**src/rtl/gcp_pkg.sv**
```systemverilog
package gcp_pkg;

    // fraction digits kept in the fixed-point result
    localparam int FRAC_DIGITS = 6;
    localparam longint SCALE = longint'(10) ** FRAC_DIGITS;

    // accumulator widths
    localparam int INT_W = 10;
    localparam int INT_ACC_W = INT_W + 4;
    localparam int FRAC_W = $clog2(SCALE);
    localparam int FRAC_ACC_W = FRAC_W + 4;
    localparam int CNT_W = $clog2(FRAC_DIGITS + 1);
    localparam int MAG_W = $clog2(longint'(1) << INT_W) + $clog2(SCALE);
    localparam int VAL_W = 30;
    localparam int WIDE_W = ((MAG_W > VAL_W) ? MAG_W : VAL_W) + 1;
    localparam int POW_W = 30;

    localparam logic [INT_W-1:0] INT_SAT = {INT_W{1'b1}};
    localparam logic [CNT_W-1:0] FRAC_DIGITS_C = CNT_W'(FRAC_DIGITS);

    // powers of ten for aligning the fraction
    localparam logic [POW_W-1:0] POW10 [0:9] = '{
        30'd1, 30'd10, 30'd100, 30'd1000, 30'd10000, 30'd100000,
        30'd1000000, 30'd10000000, 30'd100000000, 30'd1000000000
    };

    // range limits and error value, scaled
    localparam logic [MAG_W-1:0] LAT_LIMIT = MAG_W'(90 * SCALE);
    localparam logic [MAG_W-1:0] LON_LIMIT = MAG_W'(360 * SCALE);
    localparam logic [VAL_W-1:0] ERR_VALUE = VAL_W'(-99 * SCALE);
    localparam logic signed [VAL_W-1:0] MIN_VALUE = VAL_W'(-90 * SCALE);
    localparam logic signed [VAL_W-1:0] MAX_VALUE = VAL_W'(360 * SCALE);

    // coordinate modes
    localparam logic MODE_LAT = 1'b0;
    localparam logic MODE_LON = 1'b1;

    // register map
    localparam int PADDR_W = 3;
    localparam int PDATA_W = 32;
    localparam int RIDX_W = PADDR_W - 2;
    localparam logic [RIDX_W-1:0] REG_COORD_MODE = '0;

    // character codes
    localparam logic [7:0] CH_MINUS = 8'h2D;
    localparam logic [7:0] CH_DOT   = 8'h2E;
    localparam logic [7:0] CH_ZERO  = 8'h30;
    localparam logic [7:0] CH_NINE  = 8'h39;
    localparam logic [7:0] CH_UP_N  = 8'h4E;
    localparam logic [7:0] CH_LO_N  = 8'h6E;
    localparam logic [7:0] CH_UP_S  = 8'h53;
    localparam logic [7:0] CH_LO_S  = 8'h73;
    localparam logic [7:0] CH_UP_E  = 8'h45;
    localparam logic [7:0] CH_LO_E  = 8'h65;
    localparam logic [7:0] CH_UP_W  = 8'h57;
    localparam logic [7:0] CH_LO_W  = 8'h77;

    typedef struct packed {
        logic [7:0] char_code;
        logic       is_end;
    } t_in_item;

    typedef struct packed {
        logic signed [VAL_W-1:0] coord_value;
        logic                    is_error;
    } t_out_item;

    // snapshot of one finished term
    typedef struct packed {
        logic              coord_mode;
        logic [INT_W-1:0]  int_part;
        logic [FRAC_W-1:0] frac_part;
        logic [CNT_W-1:0]  frac_count;
        logic              sticky_digits;
        logic              negative_sign;
        logic              bad_char_seen;
        logic              int_overflow;
    } t_term;

    // scaled parts of a term
    typedef struct packed {
        logic              coord_mode;
        logic [MAG_W-1:0]  int_prod;
        logic [MAG_W-1:0]  frac_prod;
        logic [MAG_W-1:0]  limit;
        logic              sticky_digits;
        logic              negative_sign;
        logic              bad_char_seen;
        logic              int_overflow;
    } t_prod;

endpackage

```
**src/rtl/gcp_char_acc.sv**
```systemverilog
module gcp_char_acc (
    input  logic              i_clk,
    input  logic              i_rst_n,
    input  logic              i_take,
    input  gcp_pkg::t_in_item i_item,
    input  logic              i_coord_mode,
    output gcp_pkg::t_term    o_term
);

    logic [gcp_pkg::INT_W-1:0]  r_int_part, n_int_part;
    logic [gcp_pkg::FRAC_W-1:0] r_frac_part, n_frac_part;
    logic [gcp_pkg::CNT_W-1:0]  r_frac_count, n_frac_count;
    logic r_seen_dot, n_seen_dot;
    logic r_number_done, n_number_done;
    logic r_sticky, n_sticky;
    logic r_negative, n_negative;
    logic r_bad_char, n_bad_char;
    logic r_int_ovf, n_int_ovf;

    logic [3:0]                     digit;
    logic [gcp_pkg::INT_ACC_W-1:0]  int_next;
    logic [gcp_pkg::FRAC_ACC_W-1:0] frac_next;

    // times ten plus digit, as shift and add
    assign digit = i_item.char_code[3:0];
    assign int_next = (gcp_pkg::INT_ACC_W'(r_int_part) << 3)
                    + (gcp_pkg::INT_ACC_W'(r_int_part) << 1)
                    + gcp_pkg::INT_ACC_W'(digit);
    assign frac_next = (gcp_pkg::FRAC_ACC_W'(r_frac_part) << 3)
                     + (gcp_pkg::FRAC_ACC_W'(r_frac_part) << 1)
                     + gcp_pkg::FRAC_ACC_W'(digit);

    // character decode
    always_comb begin
        n_int_part    = r_int_part;
        n_frac_part   = r_frac_part;
        n_frac_count  = r_frac_count;
        n_seen_dot    = r_seen_dot;
        n_number_done = r_number_done;
        n_sticky      = r_sticky;
        n_negative    = r_negative;
        n_bad_char    = r_bad_char;
        n_int_ovf     = r_int_ovf;
        case (i_item.char_code) inside
            gcp_pkg::CH_MINUS: begin
                n_negative = 1'b1;
            end
            [gcp_pkg::CH_ZERO:gcp_pkg::CH_NINE]: begin
                if (!r_number_done) begin
                    if (!r_seen_dot) begin
                        if (int_next > gcp_pkg::INT_ACC_W'(gcp_pkg::INT_SAT)) begin
                            n_int_part = gcp_pkg::INT_SAT;
                            n_int_ovf  = 1'b1;
                        end else begin
                            n_int_part = int_next[gcp_pkg::INT_W-1:0];
                        end
                    end else if (r_frac_count < gcp_pkg::FRAC_DIGITS_C) begin
                        n_frac_part  = frac_next[gcp_pkg::FRAC_W-1:0];
                        n_frac_count = r_frac_count + 1'b1;
                    end else if (digit != 4'd0) begin
                        n_sticky = 1'b1;
                    end
                end
            end
            gcp_pkg::CH_DOT: begin
                if (r_seen_dot) begin
                    n_number_done = 1'b1;
                end else begin
                    n_seen_dot = 1'b1;
                end
            end
            gcp_pkg::CH_UP_N, gcp_pkg::CH_LO_N, gcp_pkg::CH_UP_E, gcp_pkg::CH_LO_E: begin
                // positive hemisphere letter, valid only in its own mode
                if ((i_coord_mode == gcp_pkg::MODE_LAT) ==
                    (i_item.char_code == gcp_pkg::CH_UP_N ||
                     i_item.char_code == gcp_pkg::CH_LO_N)) begin
                    n_negative = 1'b0;
                end else begin
                    n_bad_char = 1'b1;
                end
            end
            gcp_pkg::CH_UP_S, gcp_pkg::CH_LO_S, gcp_pkg::CH_UP_W, gcp_pkg::CH_LO_W: begin
                // negative hemisphere letter, valid only in its own mode
                if ((i_coord_mode == gcp_pkg::MODE_LAT) ==
                    (i_item.char_code == gcp_pkg::CH_UP_S ||
                     i_item.char_code == gcp_pkg::CH_LO_S)) begin
                    n_negative = 1'b1;
                end else begin
                    n_bad_char = 1'b1;
                end
            end
            default: begin
                n_bad_char = 1'b1;
            end
        endcase
    end

    // term state, cleared by reset and after every terminator
    always_ff @(posedge i_clk) begin
        if (!i_rst_n) begin
            r_int_part    <= '0;
            r_frac_part   <= '0;
            r_frac_count  <= '0;
            r_seen_dot    <= 1'b0;
            r_number_done <= 1'b0;
            r_sticky      <= 1'b0;
            r_negative    <= 1'b0;
            r_bad_char    <= 1'b0;
            r_int_ovf     <= 1'b0;
        end else if (i_take) begin
            if (i_item.is_end) begin
                r_int_part    <= '0;
                r_frac_part   <= '0;
                r_frac_count  <= '0;
                r_seen_dot    <= 1'b0;
                r_number_done <= 1'b0;
                r_sticky      <= 1'b0;
                r_negative    <= 1'b0;
                r_bad_char    <= 1'b0;
                r_int_ovf     <= 1'b0;
            end else begin
                r_int_part    <= n_int_part;
                r_frac_part   <= n_frac_part;
                r_frac_count  <= n_frac_count;
                r_seen_dot    <= n_seen_dot;
                r_number_done <= n_number_done;
                r_sticky      <= n_sticky;
                r_negative    <= n_negative;
                r_bad_char    <= n_bad_char;
                r_int_ovf     <= n_int_ovf;
            end
        end
    end

    // snapshot for the result pipeline
    always_comb begin
        o_term.coord_mode    = i_coord_mode;
        o_term.int_part      = r_int_part;
        o_term.frac_part     = r_frac_part;
        o_term.frac_count    = r_frac_count;
        o_term.sticky_digits = r_sticky;
        o_term.negative_sign = r_negative;
        o_term.bad_char_seen = r_bad_char;
        o_term.int_overflow  = r_int_ovf;
    end

endmodule

```
**src/rtl/gcp_result_pipe.sv**
```systemverilog
module gcp_result_pipe (
    input  logic               i_clk,
    input  logic               i_rst_n,
    input  logic               i_valid,
    output logic               o_ready,
    input  gcp_pkg::t_term     i_term,
    output logic               o_valid,
    input  logic               i_ready,
    output gcp_pkg::t_out_item o_item
);

    logic r_a_valid, r_b_valid, r_c_valid;
    logic a_ready, b_ready, c_ready;
    gcp_pkg::t_term     r_a;
    gcp_pkg::t_prod     r_b, n_b;
    gcp_pkg::t_out_item r_c, n_c;

    logic [gcp_pkg::MAG_W-1:0]  mag;
    logic [gcp_pkg::WIDE_W-1:0] wide_val;
    logic                       err;

    // stage flow control
    assign c_ready = !r_c_valid || i_ready;
    assign b_ready = !r_b_valid || c_ready;
    assign a_ready = !r_a_valid || b_ready;
    assign o_ready = a_ready;

    // scale integer and fraction parts
    always_comb begin
        n_b.coord_mode    = r_a.coord_mode;
        n_b.int_prod      = gcp_pkg::MAG_W'(r_a.int_part)
                          * gcp_pkg::MAG_W'(gcp_pkg::SCALE);
        n_b.frac_prod     = gcp_pkg::MAG_W'(r_a.frac_part)
                          * gcp_pkg::MAG_W'(gcp_pkg::POW10[4'(gcp_pkg::FRAC_DIGITS_C
                                                               - r_a.frac_count)]);
        n_b.limit         = (r_a.coord_mode == gcp_pkg::MODE_LON) ?
                            gcp_pkg::LON_LIMIT : gcp_pkg::LAT_LIMIT;
        n_b.sticky_digits = r_a.sticky_digits;
        n_b.negative_sign = r_a.negative_sign;
        n_b.bad_char_seen = r_a.bad_char_seen;
        n_b.int_overflow  = r_a.int_overflow;
    end

    // sum, limit check and sign handling
    always_comb begin
        mag = r_b.int_prod + r_b.frac_prod;
        err = r_b.bad_char_seen || r_b.int_overflow || (mag > r_b.limit)
           || ((mag == r_b.limit) && r_b.sticky_digits);
        if (!r_b.negative_sign) begin
            wide_val = gcp_pkg::WIDE_W'(mag);
        end else if (r_b.coord_mode == gcp_pkg::MODE_LAT) begin
            wide_val = gcp_pkg::WIDE_W'(0) - gcp_pkg::WIDE_W'(mag);
        end else begin
            wide_val = gcp_pkg::WIDE_W'(r_b.limit) - gcp_pkg::WIDE_W'(mag);
        end
        n_c.is_error    = err;
        n_c.coord_value = err ? gcp_pkg::ERR_VALUE : wide_val[gcp_pkg::VAL_W-1:0];
    end

    // pipeline valid flags
    always_ff @(posedge i_clk) begin
        if (!i_rst_n) begin
            r_a_valid <= 1'b0;
            r_b_valid <= 1'b0;
            r_c_valid <= 1'b0;
        end else begin
            if (a_ready) begin
                r_a_valid <= i_valid;
            end
            if (b_ready) begin
                r_b_valid <= r_a_valid;
            end
            if (c_ready) begin
                r_c_valid <= r_b_valid;
            end
        end
    end

    // pipeline payload
    always_ff @(posedge i_clk) begin
        if (a_ready && i_valid) begin
            r_a <= i_term;
        end
        if (b_ready && r_a_valid) begin
            r_b <= n_b;
        end
        if (c_ready && r_b_valid) begin
            r_c <= n_c;
        end
    end

    assign o_valid = r_c_valid;
    assign o_item  = r_c;

endmodule

```
**src/rtl/geo_coordinate_text_parser.sv**
```systemverilog
// Coordinate text parser: turns an ASCII coordinate term into micro-degrees.
// Input channel (i_in_valid / o_in_ready / i_in_item): one character per item;
// an item with is_end set closes the term and its character is ignored.
// Digits and dots build the magnitude, '-' or a hemisphere letter sets the
// sign, and any other byte flags an error that shows up with the result.
// Output channel (o_out_valid / i_out_ready / o_out_item): one result per
// terminator, the signed value or the error value with is_error set.
// Throughput is one item per cycle while o_in_ready is high, characters and
// terminators alike; the per-character update is a registered times-ten accumulate.
// A result passes the snapshot register, the scaling multiply register, then
// sum and limit compare into the result register.
// When the receiver stalls, the three result stages fill up; characters are
// still taken while the first stage has room, then o_in_ready drops.
// coord_mode is written over the APB port (address 0); the user must write it
// only while the block is idle, which the block itself does not enforce.
// Reset clears the term state, the result stages and coord_mode (latitude).
module geo_coordinate_text_parser (
    input  logic                         i_clk,
    input  logic                         i_rst_n,
    input  logic                         i_in_valid,
    output logic                         o_in_ready,
    input  gcp_pkg::t_in_item            i_in_item,
    output logic                         o_out_valid,
    input  logic                         i_out_ready,
    output gcp_pkg::t_out_item           o_out_item,
    input  logic                         psel,
    input  logic                         penable,
    input  logic                         pwrite,
    input  logic [gcp_pkg::PADDR_W-1:0]  paddr,
    input  logic [gcp_pkg::PDATA_W-1:0]  pwdata,
    output logic [gcp_pkg::PDATA_W-1:0]  prdata,
    output logic                         pready
);

    logic r_coord_mode;
    logic reg_hit;
    logic take;
    logic pipe_ready;
    gcp_pkg::t_term term;

    // configuration register
    assign reg_hit = (paddr[gcp_pkg::PADDR_W-1:2] == gcp_pkg::REG_COORD_MODE);
    assign pready  = 1'b1;

    always_ff @(posedge i_clk) begin
        if (!i_rst_n) begin
            r_coord_mode <= gcp_pkg::MODE_LAT;
        end else if (psel && penable && pwrite && reg_hit) begin
            r_coord_mode <= pwdata[0];
        end
    end

    assign prdata = reg_hit ? gcp_pkg::PDATA_W'(r_coord_mode) : '0;

    // input handshake
    assign o_in_ready = pipe_ready;
    assign take       = i_in_valid && pipe_ready;

    gcp_char_acc u_acc (
        .i_clk        (i_clk),
        .i_rst_n      (i_rst_n),
        .i_take       (take),
        .i_item       (i_in_item),
        .i_coord_mode (r_coord_mode),
        .o_term       (term)
    );

    gcp_result_pipe u_pipe (
        .i_clk   (i_clk),
        .i_rst_n (i_rst_n),
        .i_valid (i_in_valid && i_in_item.is_end),
        .o_ready (pipe_ready),
        .i_term  (term),
        .o_valid (o_out_valid),
        .i_ready (i_out_ready),
        .o_item  (o_out_item)
    );

endmodule

```
**config.mk**
```make
export PLATFORM = sky130hd
export DESIGN_NAME = geo_coordinate_text_parser
export DESIGN_NICKNAME = d
export VERILOG_FILES = /design/src/rtl/gcp_pkg.sv /design/src/rtl/gcp_char_acc.sv /design/src/rtl/gcp_result_pipe.sv /design/src/rtl/geo_coordinate_text_parser.sv
export SDC_FILE = /design/constraint.sdc
export NUM_CORES = 1
export LEC_CHECK = 0
export ABC_AREA = 0
export BUFFER_PORTS_ARGS = -buffer_cell sky130_fd_sc_hd__buf_2
export CAP_MARGIN = 20
export CORE_ASPECT_RATIO = 1.75
export CORE_MARGIN = 3
export CORE_UTILIZATION = 58
export CTS_BUF_LIST = sky130_fd_sc_hd__clkbuf_16
export CTS_CLUSTER_SIZE = 12
export DETAILED_ROUTE_END_ITERATION = 6
export GPL_ROUTABILITY_DRIVEN = 0
export HOLD_SLACK_MARGIN = 0.15
export PLACE_DENSITY = 0.9
export SKIP_CTS_REPAIR_TIMING = 1
export SYNTH_ARGS = -nofsm -noshare
export SYNTH_HDL_FRONTEND = slang
export SYNTH_HIERARCHICAL = 1
export SYNTH_SLANG_ARGS = --single-unit
export TNS_END_PERCENT = 10
```
**constraint.sdc**
```tcl
create_clock -name i_clk -period 7.3 [get_ports i_clk]
set_input_delay 1.095 -clock i_clk [delete_from_list [all_inputs] [get_ports i_clk]]
set_output_delay 1.095 -clock i_clk [all_outputs]
set_load 0.1 [all_outputs]
```
==> flow_summary.json <==
{
  "synth_area_mm2": 0.0251,
  "worst_setup_path_end_kind": "flop",
  "first_pass_iters": 7,
  "crit_type": "reg2reg",
  "cts_root_buf": "clkbuf_16",
  "ir_drop_v": 0.000430,
  "cp_slowest_cell": "fa_1",
  "cts_sinks": 172,
  "yosysTopAreaCell": "fa_1",
  "num_rows": 100,
  "cp.arrival_ns": 8.41,
  "grt_max_degree": 61,
  "first_global_vias": 23100,
  "port_buffers": 51,
  "place_inst": 3325,
  "cp_max_fo": 8,
  "clkTransAtPathRegs_ns": 0.08,
  "run_status": "finished with violations",
  "drt_iter0_markers": 2351,
  "die-height_um": 281,
  "worstPathRequired_ns": 7.51,
  "overflow": 0,
  "h-tree-depth": 4,
  "drive_above_1_share": 0.111,
  "slowest_delay_ns": 0.69,
  "violations": "DRC, setup timing",
  "ys_ff_latch": 172,
  "layout_setup_ws_ns": -0.893,
  "final_max_slew_viol_count": 0,
  "grt_pass1_wl_um": 119000,
  "syn-instance-count": 2674,
  "final_nets": 3432,
  "viasPerCell": 6.39,
  "fill_cells": 2897,
  "stdcell_area_mm2": 0.0275,
  "die_x_um": 163,
  "maxCapViolCount": 0,
  "ios": 117,
  "synth.top_cell.area_share": 0.277,
  "mostFrequentLayoutCell": "inv_1",
  "rsz0062_at_grt": "yes",
  "synth_top_flop_cell": "edfxtp_1",
  "numCtsBuffers": 17,
  "core-area_mm2": 0.0427,
  "synth-edff-count": 129,
  "clock_skew_ns": 0.0160,
  "start_util": 0.588,
  "wl_per_cell_um": 23.3,
  "insertion_delay_ns": 0.47,
  "synth_cell_types": 92,
  "startpoint_type": "flop",
  "ff_latch_area_mm2": 0.00473,
  "hp-class": "reg2reg",
  "synth-async-reset-ratio": 0,
  "instances_no_fill": 3369,
  "worst-path-buf-inv": 7,
  "cts_tree": "done",
  "grt_usage": 0.338,
  "slew_headroom": 0.199,
  "mostFrequentLayoutCells": "inv_1, fa_1, nand2_1",
  "ys_warn_count": 6,
  "syn2layout_area_growth_pct": 9.57,
  "postPlaceCellArea_mm2": 0.0266,
  "hold_viol": 0,
  "die_area_mm2": 0.0459,
  "multi_input_area_mm2": 0.0183,
  "setup_viol": 14,
  "ant_nets": 0,
  "routed_wl_um": 78600,
  "power.leakage_nw": 13.3,
  "synth.yosys.seq_area_share": 0.189,
  "fmax_mhz": 122,
  "drc": 21,
  "cpMostUsedCell": "fa_1",
  "fin_crit_sh": 1.12,
  "antenna_found_initial": 4,
  "vias": 21500,
  "power_density_mw_per_mm2": 325,
  "cts.path.max_buffers": 2,
  "cp_top_family": "adder cells",
  "fin_setup_tns_ns": -7.44,
  "finalCriticalPeriod_ns": 8.19,
  "syn_area_per_cell_um2": 9.38,
  "place_hpwl_um": 55300,
  "synthTopCellsByArea": "fa_1, edfxtp_1, ha_1, inv_1, nand2_1",
  "tightest_slew_ns": 1.17
}
==> synth_stat cells, types with 6 or more instances <==
master / count
inv_1: 463
fa_1: 347
nand2_1: 260
ha_1: 242
and2_1: 132
edfxtp_1: 129
nor2_1: 103
xnor2_1: 94
clkbuf_1: 92
a21oi_1: 80
and3_1: 76
nand3_1: 53
o21ai_0: 50
dfxtp_1: 43
nor3_1: 42
buf_4: 39
xor2_1: 35
a21o_1: 33
a21boi_0: 21
nor2b_1: 21
o21a_1: 21
nand4_1: 20
or3_1: 19
a211oi_1: 16
o211ai_1: 16
nand2b_1: 14
o31ai_1: 14
a211o_1: 11
o21bai_1: 10
or2_2: 10
a31oi_1: 9
a221o_1: 7
mux2i_1: 7
a31o_2: 6
o41ai_1: 6
==> sequential cells by signal (all words and copies together) (netlist names), 3 cells and up <==
register,count
u_acc/r_int_part,10
u_pipe/n_b,5
u_pipe/r_b,60
u_acc/r_frac_count,3
u_pipe/r_a,33
u_pipe/o_item,31
u_acc/r_frac_part,20
==> worst register-to-register path: cells and delay by family (launching register included) <==
family	cells	cell delay, ns
AOI/OAI and AO/OA	6	1.14
xor gates and xnor gates	2	0.28
adders and majority gates	9	4.32
buffers and inverters	7	0.80
DFF	1	0.57
and+or+nand+nor	5	0.81
==> routing by layer <==
layer | up-vias | wire, um | share of wire | GRT usage
li1 | 8921 | - | - | -
met1 | 10100 | 22800 | 0.29 | 0.321
met2 | 1714 | 37900 | 0.48 | 0.581
met3 | 774 | 8240 | 0.10 | 0.106
met4 | 0 | 9550 | 0.12 | 0.292
met5 | - | 0 | 0 | 0
==> stage by stage <==
stage          setup WS [ns]  power [W]   util  hold slack, ns
2_1_floorplan        0.00159    0.00554      -           0.400
6_report              -0.893    0.00894  0.644           0.424
5_1_grt                -1.11    0.00945  0.644           0.434
3_3_place_gp          -0.291    0.00688  0.624           0.407
3_5_place_dp          -0.520    0.00727  0.624           0.406
4_1_cts               -0.634    0.00841  0.639           0.423
==> cell type report <==
class	count	share of cell area
diodes	3	0.000273
inverters	463	0.0633
repair buffers	194	0.0489
flip-flops and latches	172	0.172
clock buffers	18	0.0164
clock inverters	14	0.00628
well taps	561	0.0255
multi-input cells	1944	0.667
==> where the power goes <==
| part | internal, W | total (W) | switching, W |
|---|---|---|---|
| sequential | 0.00134 | 0.00143 | 0.0000911 |
| combinational | 0.00265 | 0.00654 | 0.00389 |
| clock | 0.000484 | 0.000973 | 0.000488 |
| total | 0.00447 | 0.00894 | 0.00447 |
==> worst paths after layout <==
kind | startpoint | endpoint | slack, ns | cells past startpoint
worst min-delay path | u_pipe/n_b[0] | u_pipe/r_b[0] | 0.42 | 0
worst min register to register | u_pipe/n_b[0] | u_pipe/r_b[0] | 0.42 | 0
worst max register to register | u_pipe/r_a[4] | u_pipe/r_b[62] | -0.89 | 29
worst max-delay path | u_pipe/r_a[4] | u_pipe/r_b[62] | -0.89 | 29
==> kinds of logic after synthesis <==
logic type / Yosys count / synth area share
simple gates: 801 / 0.164
buf+inv: 604 / 0.0973
fa+ha+maj: 589 / 0.398
compound gates: 365 / 0.103
flops: 172 / 0.189
xor+xnor: 130 / 0.0457
mux: 9 / 0.00369
other cells: 4 / 0.000599
(Power assumes the default switching activity.)
